### src/design/lqrgs_pkg.sv
// Package for the LQR gain schedule: coefficient table, microcode format and program.
package lqrgs_pkg;

  // Gain matrix shape and mode codes
  localparam int NUM_GAINS   = 12;
  localparam int STAND_GAINS = 8;
  localparam int NUM_ROWS    = 20;   // stand-up rows 0..7, free rows 8..19
  localparam logic [3:0] LAST_GAIN  = 4'd11;
  localparam logic [3:0] ROW1_COL0  = 4'd6;
  localparam logic [3:0] ROW1_COL1  = 4'd7;
  localparam logic [4:0] FREE_BASE  = 5'd8;

  localparam logic [1:0] MODE_STAND = 2'd0;
  localparam logic [1:0] MODE_FREE  = 2'd1;
  localparam logic [1:0] MODE_HOLD  = 2'd2;

  // Powers of leg length are kept below or at 2^24
  localparam int T_W = 25;
  localparam logic [T_W-1:0] POW_MAX = 25'h100_0000;

  // Cubic coefficients in units of 1e-4: {c3, c2, c1, c0}
  localparam int COEF_RAW [NUM_ROWS][4] = '{
    '{-1985526, 2405928, -1228236, -60633},
    '{2905, 5795, -84417, -3246},
    '{-186488, 229639, -103291, -13522},
    '{-121718, 170661, -92703, -26949},
    '{-699934, 1262554, -876682, 284210},
    '{-209971, 288769, -163728, 49776},
    '{1418965, -750062, -330022, 367073},
    '{132390, -126443, 26696, 26246},
    '{-498019, 1290930, -1042663, 12802},
    '{189768, -155600, -34158, 1196},
    '{-87353, 251947, -179838, 8085},
    '{-80550, 248828, -187111, 6119},
    '{4014921, -3074983, 145249, 362099},
    '{125739, -69702, -43708, 41889},
    '{14785027, -13613845, 2993170, 594659},
    '{1123038, -1331143, 503704, 12789},
    '{2662529, -2037179, 107515, 225716},
    '{1534088, -853909, -338792, 299701},
    '{10399078, -21771517, 13967532, -860345},
    '{862313, -1785719, 1178528, -131555}
  };

  // Microcode control word fields
  typedef enum logic [1:0] {WT_NONE, WT_IN, WT_EMIT} wait_e;
  typedef enum logic [1:0] {JC_NONE, JC_ALWAYS, JC_DONE} jcond_e;
  typedef enum logic [0:0] {MA_T1, MA_COEF} mula_e;
  typedef enum logic [1:0] {MB_T1, MB_T2, MB_T3} mulb_e;
  typedef enum logic [1:0] {CF_C1, CF_C2, CF_C3} coef_e;
  typedef enum logic [1:0] {PW_NONE, PW_T2, PW_T3} poww_e;
  typedef enum logic [1:0] {AC_NONE, AC_INIT, AC_ADD} accop_e;

  typedef struct packed {
    wait_e      wt;
    jcond_e     jc;
    logic [3:0] target;
    mula_e      ma;
    mulb_e      mb;
    coef_e      cf;
    poww_e      pw;
    accop_e     ac;
    logic       gain_wr;
    logic       idx_clr;
    logic       idx_inc;
    logic       emit;
  } uword_t;

  // Program addresses
  localparam logic [3:0] PC_IDLE  = 4'd0;
  localparam logic [3:0] PC_SQ    = 4'd1;
  localparam logic [3:0] PC_SQ_WR = 4'd2;
  localparam logic [3:0] PC_CU    = 4'd3;
  localparam logic [3:0] PC_CU_WR = 4'd4;
  localparam logic [3:0] PC_GAIN  = 4'd5;
  localparam logic [3:0] PC_MAC2  = 4'd6;
  localparam logic [3:0] PC_MAC3  = 4'd7;
  localparam logic [3:0] PC_WRITE = 4'd8;
  localparam logic [3:0] PC_SETUP = 4'd9;
  localparam logic [3:0] PC_EMIT  = 4'd10;

  localparam uword_t UW_NOP = '{
    wt: WT_NONE, jc: JC_NONE, target: PC_IDLE, ma: MA_T1, mb: MB_T1, cf: CF_C1,
    pw: PW_NONE, ac: AC_NONE, gain_wr: 1'b0, idx_clr: 1'b0, idx_inc: 1'b0, emit: 1'b0
  };

  // Control store: one word per program step
  function automatic uword_t ucode_rom(input logic [3:0] pc);
    uword_t w;
    w = UW_NOP;
    unique case (pc)
      PC_IDLE: begin
        w.wt      = WT_IN;
        w.idx_clr = 1'b1;
      end
      PC_SQ: begin
        w.ma = MA_T1;
        w.mb = MB_T1;
      end
      PC_SQ_WR: w.pw = PW_T2;
      PC_CU: begin
        w.ma = MA_T1;
        w.mb = MB_T2;
      end
      PC_CU_WR: w.pw = PW_T3;
      PC_GAIN: begin
        w.jc     = JC_DONE;
        w.target = PC_SETUP;
        w.ac     = AC_INIT;
        w.ma     = MA_COEF;
        w.cf     = CF_C1;
        w.mb     = MB_T1;
      end
      PC_MAC2: begin
        w.ac = AC_ADD;
        w.ma = MA_COEF;
        w.cf = CF_C2;
        w.mb = MB_T2;
      end
      PC_MAC3: begin
        w.ac = AC_ADD;
        w.ma = MA_COEF;
        w.cf = CF_C3;
        w.mb = MB_T3;
      end
      PC_WRITE: begin
        w.gain_wr = 1'b1;
        w.idx_inc = 1'b1;
        w.jc      = JC_ALWAYS;
        w.target  = PC_GAIN;
      end
      PC_SETUP: w.idx_clr = 1'b1;
      PC_EMIT: begin
        w.wt     = WT_EMIT;
        w.emit   = 1'b1;
        w.jc     = JC_ALWAYS;
        w.target = PC_IDLE;
      end
      default: w = UW_NOP;
    endcase
    return w;
  endfunction

endpackage

### src/design/lqr_gain_schedule_cubic_top.sv
// LQR gain schedule: microcoded evaluation of twelve cubic gains in leg length.
// A transaction accepted at the idle step evaluates N gains, N = 8 in stand-up mode, 12 in free mode,
//   0 in hold mode, on the shared multiplier doing four steps per gain plus four for the powers of leg
//   length. Twelve stored results then leave one per cycle while the output is not stalled.
// Input is taken while the last result waits.
// Reset: gains clear to zero, mode goes to hold, sequencer returns to the idle step.
module lqr_gain_schedule_cubic_top #(
  parameter int LENGTH_FRAC_BITS = 16,
  parameter int GAIN_FRAC_BITS   = 16
) (
  input  logic               clk_i,
  input  logic               rst_ni,
  input  logic               balance_mode_we_i,
  input  logic [1:0]         balance_mode_i,
  input  logic               in_valid_i,
  output logic               in_stall_o,
  input  logic [15:0]        leg_length_i,
  input  logic               take_off_i,
  output logic               out_valid_o,
  input  logic               out_stall_i,
  output logic               gain_row_o,
  output logic [2:0]         gain_col_o,
  output logic signed [31:0] gain_value_o,
  output logic               last_o
);

  localparam int TW = lqrgs_pkg::T_W;
  localparam int QW = GAIN_FRAC_BITS + 13;  // coefficient magnitude below 2^(GAIN_FRAC_BITS+12)
  localparam int PW = QW + TW + 1;          // signed product
  localparam int AW = PW + 2;               // sum of four terms
  localparam logic signed [AW-1:0] ACC_HALF = AW'(64'sd1 <<< (LENGTH_FRAC_BITS - 1));
  localparam logic [PW-1:0] POW_HALF = PW'(64'd1 << (LENGTH_FRAC_BITS - 1));
  localparam logic signed [AW-1:0] SAT_MAX = AW'(32'sh7FFF_FFFF);
  localparam logic signed [AW-1:0] SAT_MIN = AW'(32'sh8000_0000);

  // Round a coefficient in units of 1e-4 to the gain format, ties away from zero
  function automatic logic signed [QW-1:0] to_fixed(input int c);
    logic [63:0] mag;
    logic [63:0] q;
    mag = (c < 0) ? 64'(-64'(c)) : 64'(c);
    q = ((mag << GAIN_FRAC_BITS) + 64'd5000) / 64'd10000;
    to_fixed = (c < 0) ? -QW'(q) : QW'(q);
  endfunction

  // Coefficient tables built at elaboration
  logic signed [QW-1:0] coef_c1 [lqrgs_pkg::NUM_ROWS];
  logic signed [QW-1:0] coef_c2 [lqrgs_pkg::NUM_ROWS];
  logic signed [QW-1:0] coef_c3 [lqrgs_pkg::NUM_ROWS];
  logic signed [AW-1:0] init_tab [lqrgs_pkg::NUM_ROWS];

  for (genvar r = 0; r < lqrgs_pkg::NUM_ROWS; r++) begin : g_coef
    assign coef_c3[r]  = to_fixed(lqrgs_pkg::COEF_RAW[r][0]);
    assign coef_c2[r]  = to_fixed(lqrgs_pkg::COEF_RAW[r][1]);
    assign coef_c1[r]  = to_fixed(lqrgs_pkg::COEF_RAW[r][2]);
    assign init_tab[r] = (AW'(to_fixed(lqrgs_pkg::COEF_RAW[r][3])) <<< LENGTH_FRAC_BITS)
                         + ACC_HALF;
  end

  // Sequencer and datapath registers
  logic [3:0]           pc_q, pc_d;
  logic [3:0]           idx_q, idx_d;
  logic [1:0]           mode_q;
  logic [15:0]          t1_q;
  logic                 take_off_q;
  logic [TW-1:0]        t2_q, t3_q;
  logic signed [PW-1:0] prod_q;
  logic signed [AW-1:0] acc_q;
  logic signed [31:0]   store_q [lqrgs_pkg::NUM_GAINS];

  logic                 out_valid_q;
  logic                 gain_row_q;
  logic [2:0]           gain_col_q;
  logic signed [31:0]   gain_value_q;
  logic                 last_q;

  lqrgs_pkg::uword_t    uw;
  logic                 in_acc;
  logic                 out_free;
  logic                 out_load;
  logic                 hold;
  logic                 jump;
  logic [3:0]           gain_cnt;
  logic                 gains_done;
  logic [4:0]           row;
  logic signed [QW-1:0] mul_a;
  logic [TW-1:0]        mul_b;
  logic signed [PW-1:0] prod_d;
  logic [PW-1:0]        pow_sum;
  logic [PW-1:0]        pow_shr;
  logic [TW-1:0]        pow_sat;
  logic signed [AW-1:0] gain_sum;
  logic signed [AW-1:0] gain_shr;
  logic signed [31:0]   gain_sat;
  logic                 zero_frc;
  logic [3:0]           col_full;

  // Decode the current control word
  assign uw = lqrgs_pkg::ucode_rom(pc_q);

  // Handshakes
  assign in_stall_o = (uw.wt != lqrgs_pkg::WT_IN);
  assign in_acc     = in_valid_i && !in_stall_o;
  assign out_free   = !out_valid_q || !out_stall_i;
  assign out_load   = uw.emit && out_free;

  // Gain count for the mode
  always_comb begin
    case (mode_q)
      lqrgs_pkg::MODE_STAND: gain_cnt = 4'(lqrgs_pkg::STAND_GAINS);
      lqrgs_pkg::MODE_FREE:  gain_cnt = 4'(lqrgs_pkg::NUM_GAINS);
      default:               gain_cnt = 4'd0;
    endcase
  end
  assign gains_done = (idx_q == gain_cnt);

  // Step counter: hold on wait, branch, or advance
  always_comb begin
    hold = ((uw.wt == lqrgs_pkg::WT_IN) && !in_acc) ||
           ((uw.wt == lqrgs_pkg::WT_EMIT) && !(out_load && idx_q == lqrgs_pkg::LAST_GAIN));
    jump = (uw.jc == lqrgs_pkg::JC_ALWAYS) ||
           ((uw.jc == lqrgs_pkg::JC_DONE) && gains_done);
    if (hold) begin
      pc_d = pc_q;
    end else if (jump) begin
      pc_d = uw.target;
    end else begin
      pc_d = pc_q + 4'd1;
    end
  end

  // Gain index
  always_comb begin
    if (uw.idx_clr) begin
      idx_d = 4'd0;
    end else if (uw.idx_inc || out_load) begin
      idx_d = idx_q + 4'd1;
    end else begin
      idx_d = idx_q;
    end
  end

  // Coefficient row for the mode and gain
  assign row = {1'b0, idx_q} + ((mode_q == lqrgs_pkg::MODE_FREE) ? lqrgs_pkg::FREE_BASE : 5'd0);

  // Multiplier operand select
  always_comb begin
    if (uw.ma == lqrgs_pkg::MA_COEF) begin
      case (uw.cf)
        lqrgs_pkg::CF_C2: mul_a = coef_c2[row];
        lqrgs_pkg::CF_C3: mul_a = coef_c3[row];
        default:          mul_a = coef_c1[row];
      endcase
    end else begin
      mul_a = QW'(signed'({1'b0, t1_q}));
    end
    case (uw.mb)
      lqrgs_pkg::MB_T2: mul_b = t2_q;
      lqrgs_pkg::MB_T3: mul_b = t3_q;
      default:          mul_b = TW'(t1_q);
    endcase
  end

  assign prod_d = PW'(mul_a) * PW'(signed'({1'b0, mul_b}));

  // Round and clamp a power of leg length
  assign pow_sum = unsigned'(prod_q) + POW_HALF;
  assign pow_shr = pow_sum >> LENGTH_FRAC_BITS;
  assign pow_sat = (pow_shr > PW'(lqrgs_pkg::POW_MAX)) ? lqrgs_pkg::POW_MAX : pow_shr[TW-1:0];

  // Final term, floor to gain format, saturate
  assign gain_sum = acc_q + AW'(prod_q);
  assign gain_shr = gain_sum >>> LENGTH_FRAC_BITS;
  always_comb begin
    if (gain_shr > SAT_MAX) begin
      gain_sat = 32'sh7FFF_FFFF;
    end else if (gain_shr < SAT_MIN) begin
      gain_sat = 32'sh8000_0000;
    end else begin
      gain_sat = gain_shr[31:0];
    end
  end

  // Airborne in free mode: keep only row 1 columns 0 and 1
  assign zero_frc = (mode_q == lqrgs_pkg::MODE_FREE) && take_off_q &&
                    (idx_q != lqrgs_pkg::ROW1_COL0) && (idx_q != lqrgs_pkg::ROW1_COL1);

  assign col_full = (idx_q >= lqrgs_pkg::ROW1_COL0) ? (idx_q - lqrgs_pkg::ROW1_COL0) : idx_q;

  // Control state, mode register, gain store and output register
  always_ff @(posedge clk_i or negedge rst_ni) begin
    if (!rst_ni) begin
      pc_q        <= lqrgs_pkg::PC_IDLE;
      idx_q       <= 4'd0;
      mode_q      <= lqrgs_pkg::MODE_HOLD;
      out_valid_q <= 1'b0;
      for (int i = 0; i < lqrgs_pkg::NUM_GAINS; i++) begin
        store_q[i] <= 32'sd0;
      end
    end else begin
      pc_q  <= pc_d;
      idx_q <= idx_d;
      if (balance_mode_we_i) begin
        mode_q <= balance_mode_i;
      end
      if (uw.gain_wr) begin
        store_q[idx_q] <= zero_frc ? 32'sd0 : gain_sat;
      end
      if (out_load) begin
        out_valid_q <= 1'b1;
      end else if (!out_stall_i) begin
        out_valid_q <= 1'b0;
      end
    end
  end

  // Datapath payload registers
  always_ff @(posedge clk_i) begin
    prod_q <= prod_d;
    if (in_acc) begin
      t1_q       <= leg_length_i;
      take_off_q <= take_off_i;
    end
    if (uw.pw == lqrgs_pkg::PW_T2) begin
      t2_q <= pow_sat;
    end
    if (uw.pw == lqrgs_pkg::PW_T3) begin
      t3_q <= pow_sat;
    end
    case (uw.ac)
      lqrgs_pkg::AC_INIT: acc_q <= init_tab[row];
      lqrgs_pkg::AC_ADD:  acc_q <= acc_q + AW'(prod_q);
      default:            acc_q <= acc_q;
    endcase
    if (out_load) begin
      gain_row_q   <= (idx_q >= lqrgs_pkg::ROW1_COL0);
      gain_col_q   <= col_full[2:0];
      gain_value_q <= store_q[idx_q];
      last_q       <= (idx_q == lqrgs_pkg::LAST_GAIN);
    end
  end

  assign out_valid_o  = out_valid_q;
  assign gain_row_o   = gain_row_q;
  assign gain_col_o   = gain_col_q;
  assign gain_value_o = gain_value_q;
  assign last_o       = last_q;

`ifndef SYNTHESIS
  // Step counter stays inside the program
  assert property (@(posedge clk_i) disable iff (!rst_ni) pc_q <= lqrgs_pkg::PC_EMIT)
    else $error("step counter outside program");

  // Gains are written only below the mode's count
  assert property (@(posedge clk_i) disable iff (!rst_ni) uw.gain_wr |-> (idx_q < gain_cnt))
    else $error("gain write past mode count");

  // A new result appears only from the emit step
  assert property (@(posedge clk_i) disable iff (!rst_ni)
    $rose(out_valid_q) |-> ($past(pc_q) == lqrgs_pkg::PC_EMIT))
    else $error("result loaded outside emit step");

  // The final result of a run is row 1 column 5
  assert property (@(posedge clk_i) disable iff (!rst_ni)
    (out_valid_q && last_q) |-> (gain_row_q && gain_col_q == 3'd5))
    else $error("last flag on wrong gain");

  // No input is taken while results of the run are still being loaded
  assert property (@(posedge clk_i) disable iff (!rst_ni)
    in_acc |-> (pc_q == lqrgs_pkg::PC_IDLE && !uw.emit))
    else $error("input accepted mid-run");
`endif

endmodule
### config.mk
export PLATFORM = sky130hd
export DESIGN_NAME = lqr_gain_schedule_cubic_top
export DESIGN_NICKNAME = d
export VERILOG_FILES = /design/src/design/lqrgs_pkg.sv /design/src/design/lqr_gain_schedule_cubic_top.sv
export SDC_FILE = /design/constraint.sdc
export NUM_CORES = 2
export LEC_CHECK = 0
export BUFFER_PORTS_ARGS = -buffer_cell sky130_fd_sc_hd__buf_2
export CORE_UTILIZATION = 36
export DETAILED_ROUTE_END_ITERATION = 8
export SLEW_MARGIN = 25
export SYNTH_ARGS = -nofsm -noshare
export SYNTH_HDL_FRONTEND = slang
export SYNTH_SLANG_ARGS = --single-unit
export TNS_END_PERCENT = 50
### constraint.sdc
create_clock -name clk_i -period 9.4 [get_ports clk_i]
set_input_delay 0.94 -clock clk_i [delete_from_list [all_inputs] [get_ports clk_i]]
set_output_delay 0.94 -clock clk_i [all_outputs]
set_load 0.02 [all_outputs]
* Word-level counts from Yosys, hierarchy flattened
Memory sizes are Yosys's and may differ from the RTL's. Cells that the tools add are included.
Word-level totals: output and inout bits 39, word-level logic and storage cells 138, input port bits 24, bits in writable memories 0, memory bits (read-only) 4608, latch bits 0, memories 4, register bits 611
Operators by class: order comparisons 7, mux-type cells 39, equality and inequality tests 28, multipliers 1, bitwise logic cells 2, divide/modulo/power cells 0, shifts and indexed selects 0, reduce and logical (&&, ||, !) cells 25, add/subtract/negate cells 6
Memories:
- (name not given) | words 32, bits a word 57, rd ports 1, clocked after Yosys merged registers in 0, wr ports 0, RTL line lqr_gain_schedule_cubic_top.sv:230 | lqrgs_pkg::AC_INIT: acc_q <= init_tab[row];
- (name not given) | words 32, bits a word 29, rd ports 1, clocked after Yosys merged registers in 0, wr ports 0, RTL line lqr_gain_schedule_cubic_top.sv:151 | default: mul_a = coef_c1[row];
- (name not given) | words 32, bits a word 29, rd ports 1, clocked after Yosys merged registers in 0, wr ports 0, RTL line lqr_gain_schedule_cubic_top.sv:150 | lqrgs_pkg::CF_C3: mul_a = coef_c3[row];
- (name not given) | words 32, bits a word 29, rd ports 1, clocked after Yosys merged registers in 0, wr ports 0, RTL line lqr_gain_schedule_cubic_top.sv:149 | lqrgs_pkg::CF_C2: mul_a = coef_c2[row];
Operators with widths (number):
- $bwmux W384 | 1
- $mux W29 | 7
- $mux W32 | 6
- $bmux W32 S4 | 1
- $demux W32 S4 | 1
- $mux W57 | 2
- $pmux W57 S2 | 1
- $pmux W29 S2 | 1
- $add A57 B55 Y57 | 1
- $add A55 B16 Y55 const B | 1
- $mul A29 B26 Y55 | 1
- $pmux W25 S2 | 1
- $gt A41 B32 Y1 const B | 1
- $lt A41 B32 Y1 const B | 1
- $gt A39 B25 Y1 const B | 1
- $mux W25 | 1
- $pmux W6 S3 | 1
- $eq A4 B3 Y1 const B | 4
- $eq A4 B4 Y1 const B | 4
- $mux W4 | 4
- $pmux W2 S2 | 4
- $eq A2 B1 Y1 const B | 7
- $eq A2 B2 Y1 const B | 6
- $pmux W3 S4 | 1
- 23 further kinds | 49

* Depth between registers and ports, before layout
depth after elaboration 10, mapped depth 43, depth with buffers taken out 39

* Least setup slack after synthesis
Ideal clock, no wire load.
kind register -> register, from register mode_q[1], to register prod_q[53], slack -0.175 ns, library setup time 0.072 ns, period minus slack after synthesis 9.575 ns, data arrival time 9.503 ns, stages on the path, launching flop included 35, path buffers 6, data required time 9.328 ns, path through dfstp_2 nor2b_1 ha_1 clkbuf_1 clkbuf_1 buf_1 clkbuf_1 clkbuf_1 a21oi_1 a211oi_1 nor3_1 a21oi_1 clkbuf_1 nor2_1 fa_1 inv_1 fa_1 inv_1 fa_1 fa_1 fa_1 fa_1 fa_1 ha_1 a21o_1 a21o_1 a21o_1 a221oi_1 nand3_1 a211oi_1 o21ai_0 o41a_1 a31o_2 a31oi_1 xnor2_1
On the way: longest elaborated chain between the ends 10, elaborated cells on any way between the ends 16, classes of those cells 1 x add/sub; 1 x mul; 1 x eq/ne; 9 x mux; 1 x bitwise; 3 x memory
RTL lines:
- start, declared | RTL line lqr_gain_schedule_cubic_top.sv:62 | logic [1:0] mode_q;
- start signal, assigned | RTL line lqr_gain_schedule_cubic_top.sv:194 | mode_q <= lqrgs_pkg::MODE_HOLD;
- start signal, assigned | RTL line lqr_gain_schedule_cubic_top.sv:203 | mode_q <= balance_mode_i;
- $eq A2 B1 Y1 (*) | RTL line lqr_gain_schedule_cubic_top.sv:143 | assign row = {1'b0, idx_q} + ((mode_q == lqrgs_pkg::MODE_FREE) ? lqrgs_pkg::FREE_BASE : 5'd0);
- $mux W4 (*) | RTL line lqr_gain_schedule_cubic_top.sv:143
- $add A4 B4 Y5 (*) | RTL line lqr_gain_schedule_cubic_top.sv:143
- $not A5 Y6 (implied by the code) (*) | RTL line lqr_gain_schedule_cubic_top.sv:149, lqr_gain_schedule_cubic_top.sv:150, lqr_gain_schedule_cubic_top.sv:151
- $mem_v2 Z32 W29 (on tied branches)
- $mux W29 (on tied branches) (2 in series) | RTL line lqr_gain_schedule_cubic_top.sv:151, lqr_gain_schedule_cubic_top.sv:149, lqr_gain_schedule_cubic_top.sv:150
- $pmux W29 S2 (*) | RTL line lqr_gain_schedule_cubic_top.sv:148 | case (uw.cf)
- $mux W29 (*) | RTL line lqr_gain_schedule_cubic_top.sv:147 | if (uw.ma == lqrgs_pkg::MA_COEF) begin
- $mul A29 B26 Y55 (*) | RTL line lqr_gain_schedule_cubic_top.sv:163 | assign prod_d = PW'(mul_a) * PW'(signed'({1'b0, mul_b}));
- via prod_d[53] | RTL line lqr_gain_schedule_cubic_top.sv:87 | logic signed [PW-1:0] prod_d;
- end signal, assigned | RTL line lqr_gain_schedule_cubic_top.sv:218 | prod_q <= prod_d;
- end, declared | RTL line lqr_gain_schedule_cubic_top.sv:66 | logic signed [PW-1:0] prod_q;
The timed path passes the listed nets; every way through them passes the cells marked *. The select of a mux whose other input is x is not followed. A chain may end at the register's enable or synchronous reset.

* Final worst setup path
from register idx_q[1], to register prod_q[53]
On the way: longest elaborated chain between the ends 8, elaborated cells on any way between the ends 14, classes of those cells 1 x add/sub; 1 x mul; 8 x mux; 1 x bitwise; 3 x memory
RTL lines:
- start, declared | RTL line lqr_gain_schedule_cubic_top.sv:61 | logic [3:0] idx_q, idx_d;
- start signal, assigned | RTL line lqr_gain_schedule_cubic_top.sv:201 | idx_q <= idx_d;
- $add A4 B4 Y5 (*) | RTL line lqr_gain_schedule_cubic_top.sv:143
- $not A5 Y6 (implied by the code) (*) | RTL line lqr_gain_schedule_cubic_top.sv:149, lqr_gain_schedule_cubic_top.sv:150, lqr_gain_schedule_cubic_top.sv:151
- $mem_v2 Z32 W29 (on tied branches)
- $mux W29 (on tied branches) (2 in series) | RTL line lqr_gain_schedule_cubic_top.sv:151, lqr_gain_schedule_cubic_top.sv:149, lqr_gain_schedule_cubic_top.sv:150
- $pmux W29 S2 (*) | RTL line lqr_gain_schedule_cubic_top.sv:148
- $mux W29 (*) | RTL line lqr_gain_schedule_cubic_top.sv:147
- $mul A29 B26 Y55 (*) | RTL line lqr_gain_schedule_cubic_top.sv:163
- via prod_d[53] | RTL line lqr_gain_schedule_cubic_top.sv:87
Marks and branches as above.

==> metrics <==
most frequent cell after synthesis=inv_1; Core ar.=0.1589 mm2; clock skew=0.05959 ns; family with the most delay on the worst path=adder cells; RSZ-0062 raised after global routing=true; Area after DPL=0.06501 mm2; Final Non-Filler Cells=a little under 9k; Die X=402.6 um; Hold Buf Count CTS=0; fin worst setup slack=0.1734 ns; Vias per Instance=5.329; io pins=63; cell taking the most area after synthesis=fa_1; DR vias=47.25k; Worst Path Max Fanout=8; worst hold path type=primary input to asynchronous set/reset pin; Peak Freq=0.1084 GHz; #FFs+latches synth=611; CP arrival=9.80 ns; post-synth cell types=88; layout net count=7750; Final ANT Viol Nets=0; slowest CP cell=fa_2; footprint of the multi-input gates=0.03777 mm2; drt drc=0; clock latency on the worst-skew pair=0.70 ns; startpoint types=flip-flop; Routed WL per cell=around 23 um; syn avg cell area=around 9 um2; max-cap viol count=0; clk slew on worst S/H paths=around 0.070 ns; Crit path largest cell delay=between 0.6 and 0.7 ns; WL final=203200 um; first-pass GRT wire length=between 300000 and 400000 um; HPWL Detailed=157700 um; top-area cell type share of the netlist area=26.13%; Setup Total Neg Slack=0 ns; Setup WS pre-CTS=-0.5031 ns; CTS sink count=just over 600; initial DRC count=3990; largest net degree at the start of global routing=roughly 120; 1st-pass router iterations=6; Cell Area, Synth=0.05777 mm2; Yosys warnings=0; Tcrit/Tclk final=98.16%; Register Area=0.01583 mm2; Setup CP Type=flip-flop to flip-flop; Worst Max-Slew Pin Slew=1.149 ns; crit path time final=a little over 9 ns; fin area=0.06865 mm2; Initial Util=36.35%; Top cell by count, worst path=fa_1; Commonest cells post-synth=inv_1 (927), nand2_1 (842), fa_1 (754); total grt overflow=0; clock buffer depth=3; status=completed; Seq/Total Area, Yosys=27.39%; Slew headroom=roughly 23%; buffers and inverters on the worst path=10; Setup Viol. Count Final=0; initial antenna violation count=6; root buffer cell=clkbuf_16; Post-synth EDFFs=161; share of layout cells above drive strength 1=18.46%; vias in the first global route=48.58k; final hold violations=0; Main synth FF type=dfrtp_1; Cells after Synth=~6.2k; RePlAce Congestion=0.9900; asr flop ratio synth=between 60% and 70%; Max Slew Vio Count=0; FILL cells=approximately 15k; Die Y=just over 400 um; Clock H-tree levels=3; Worst Setup End Kind=flip-flop; num rows=146; Area contributors post-synth=fa_1 (26%), dfrtp_1 (17%), edfxtp_1 (8.4%); CTS tree=yes; Area Growth Syn to Fin=18.83%; placed insts=8685; Syn Nets=7245; total CTS buffers=69; WP data required=about 10 ns; I/O Buffers=62; Die Area=0.1621 mm2; GRT Total Usage=25.13%
-- placed cells by master (no fill, tap or decap), types with 23 or more instances in the layout --
| master | n |
|---|---|
| edfxtp_1 | 161 |
| o21bai_1 | 26 |
| and3_1 | 31 |
| clkbuf_16 | 75 |
| o21a_1 | 25 |
| nor2_1 | 653 |
| and2_1 | 23 |
| o211ai_1 | 28 |
| xnor2_1 | 92 |
| dfxtp_1 | 55 |
| nand2b_1 | 53 |
| xor2_1 | 46 |
| dfrtp_1 | 390 |
| nand4_1 | 33 |
| fa_1 | 747 |
| mux4_2 | 96 |
| a22o_1 | 51 |
| buf_12 | 43 |
| buf_6 | 25 |
| inv_1 | 918 |
| a21oi_1 | 192 |
| nor3_1 | 44 |
| a21o_1 | 71 |
| buf_4 | 676 |
| or2_2 | 34 |
| o21ai_1 | 124 |
| buf_2 | 61 |
| o21ai_0 | 359 |
| o22ai_1 | 42 |
| ha_1 | 217 |
| nand2_1 | 833 |
| mux2i_1 | 41 |
| a31oi_1 | 33 |
| nand3_1 | 70 |
-- cell families after synthesis --
kind of cell    count (synthesis)  share of synthesized area (%)
flops                         611                          27.39
mux                           143                          4.568
simple gates                 1874                          13.57
buf+inv                      1304                          8.646
xor+xnor                      140                          2.123
fa+ha+maj                     991                          31.26
compound gates               1167                          12.45
-- final timing paths --
kind,startpoint,to,cells past startpoint,slack [ns]
setup / recovery,idx_q[1]$_DFFE_PN0P_,prod_q[53]$_DFF_P_,37,0.17
hold / removal,rst_ni,out_valid_o$_DFFE_PN0P_,1,0.31
setup reg to reg,idx_q[1]$_DFFE_PN0P_,prod_q[53]$_DFF_P_,37,0.17
hold reg to reg,store_q[157]$_DFFE_PN0P_,store_q[157]$_DFFE_PN0P_,2,0.47
max in group asynchronous,rst_ni,store_q[246]$_DFFE_PN0P_,3,6.76
min in group clk_i,leg_length_i[10],t1_q[10]$_DFFE_PP_,1,0.41
-- worst register-to-register path: cells and delay by family (launching register included) --
family | cells | cell delay (ns)
buffers and inverters | 10 | 1.28
XOR/XNOR | 1 | 0.14
AND/OR/NAND/NOR | 6 | 0.97
flip-flops | 1 | 0.47
AO/OA/AOI/OAI | 11 | 2.06
adder cells (fa/ha/maj) | 9 | 4.19
-- per-layer routing --
metal | GRT usage (%) | part of all wire (%) | vias up
met4 | 11.89 | 5.2 | 8
li1 | - | - | 21130
met5 | 0 | 0.025 | -
met1 | 33.11 | 41 | 23890
met2 | 40.72 | 47 | 1788
met3 | 3.680 | 6.6 | 425
-- state kept, by name, summed over array words and instances (netlist names), 16 cells and up --
| name | cells |
|---|---|
| acc_q | 57 |
| gain_value_o | 32 |
| prod_q | 55 |
| store_q | 384 |
| t1_q | 16 |
| t2_q | 25 |
| t3_q | 25 |
-- through the flow --
| step | hold slack, ns | utilization, % |
|---|---|---|
| after floorplan | 0.4446 | - |
| after global placement | 0.4563 | 40.89 |
| after detailed placement | 0.4659 | 40.90 |
| after CTS | 0.3479 | 42.52 |
| after global routing | 0.3722 | 43.19 |
| final | 0.3100 | 43.20 |
-- repair_timing --
item | CTS | global route
gates resized for setup | 73 | 160
setup buffers | 1 | 47
setup endpoints to repair | 15 | 19
pin swaps | 7 | 84
gates cloned | 0 | 5
-- area by class of cell --
cell class | instances | area share [%]
clock buffers | 99 | 2.872
clock inverters | 29 | 0.5030
diodes | 2 | 0.007290
multi-input cells | 4315 | 55.02
well taps | 2072 | 3.776
flip-flops and latches | 611 | 23.06
inverters | 928 | 5.083
repair buffers | 810 | 9.669
Power is not shown: default switching activity piles up to over one toggle a cycle in this logic, so the estimate is an artifact.
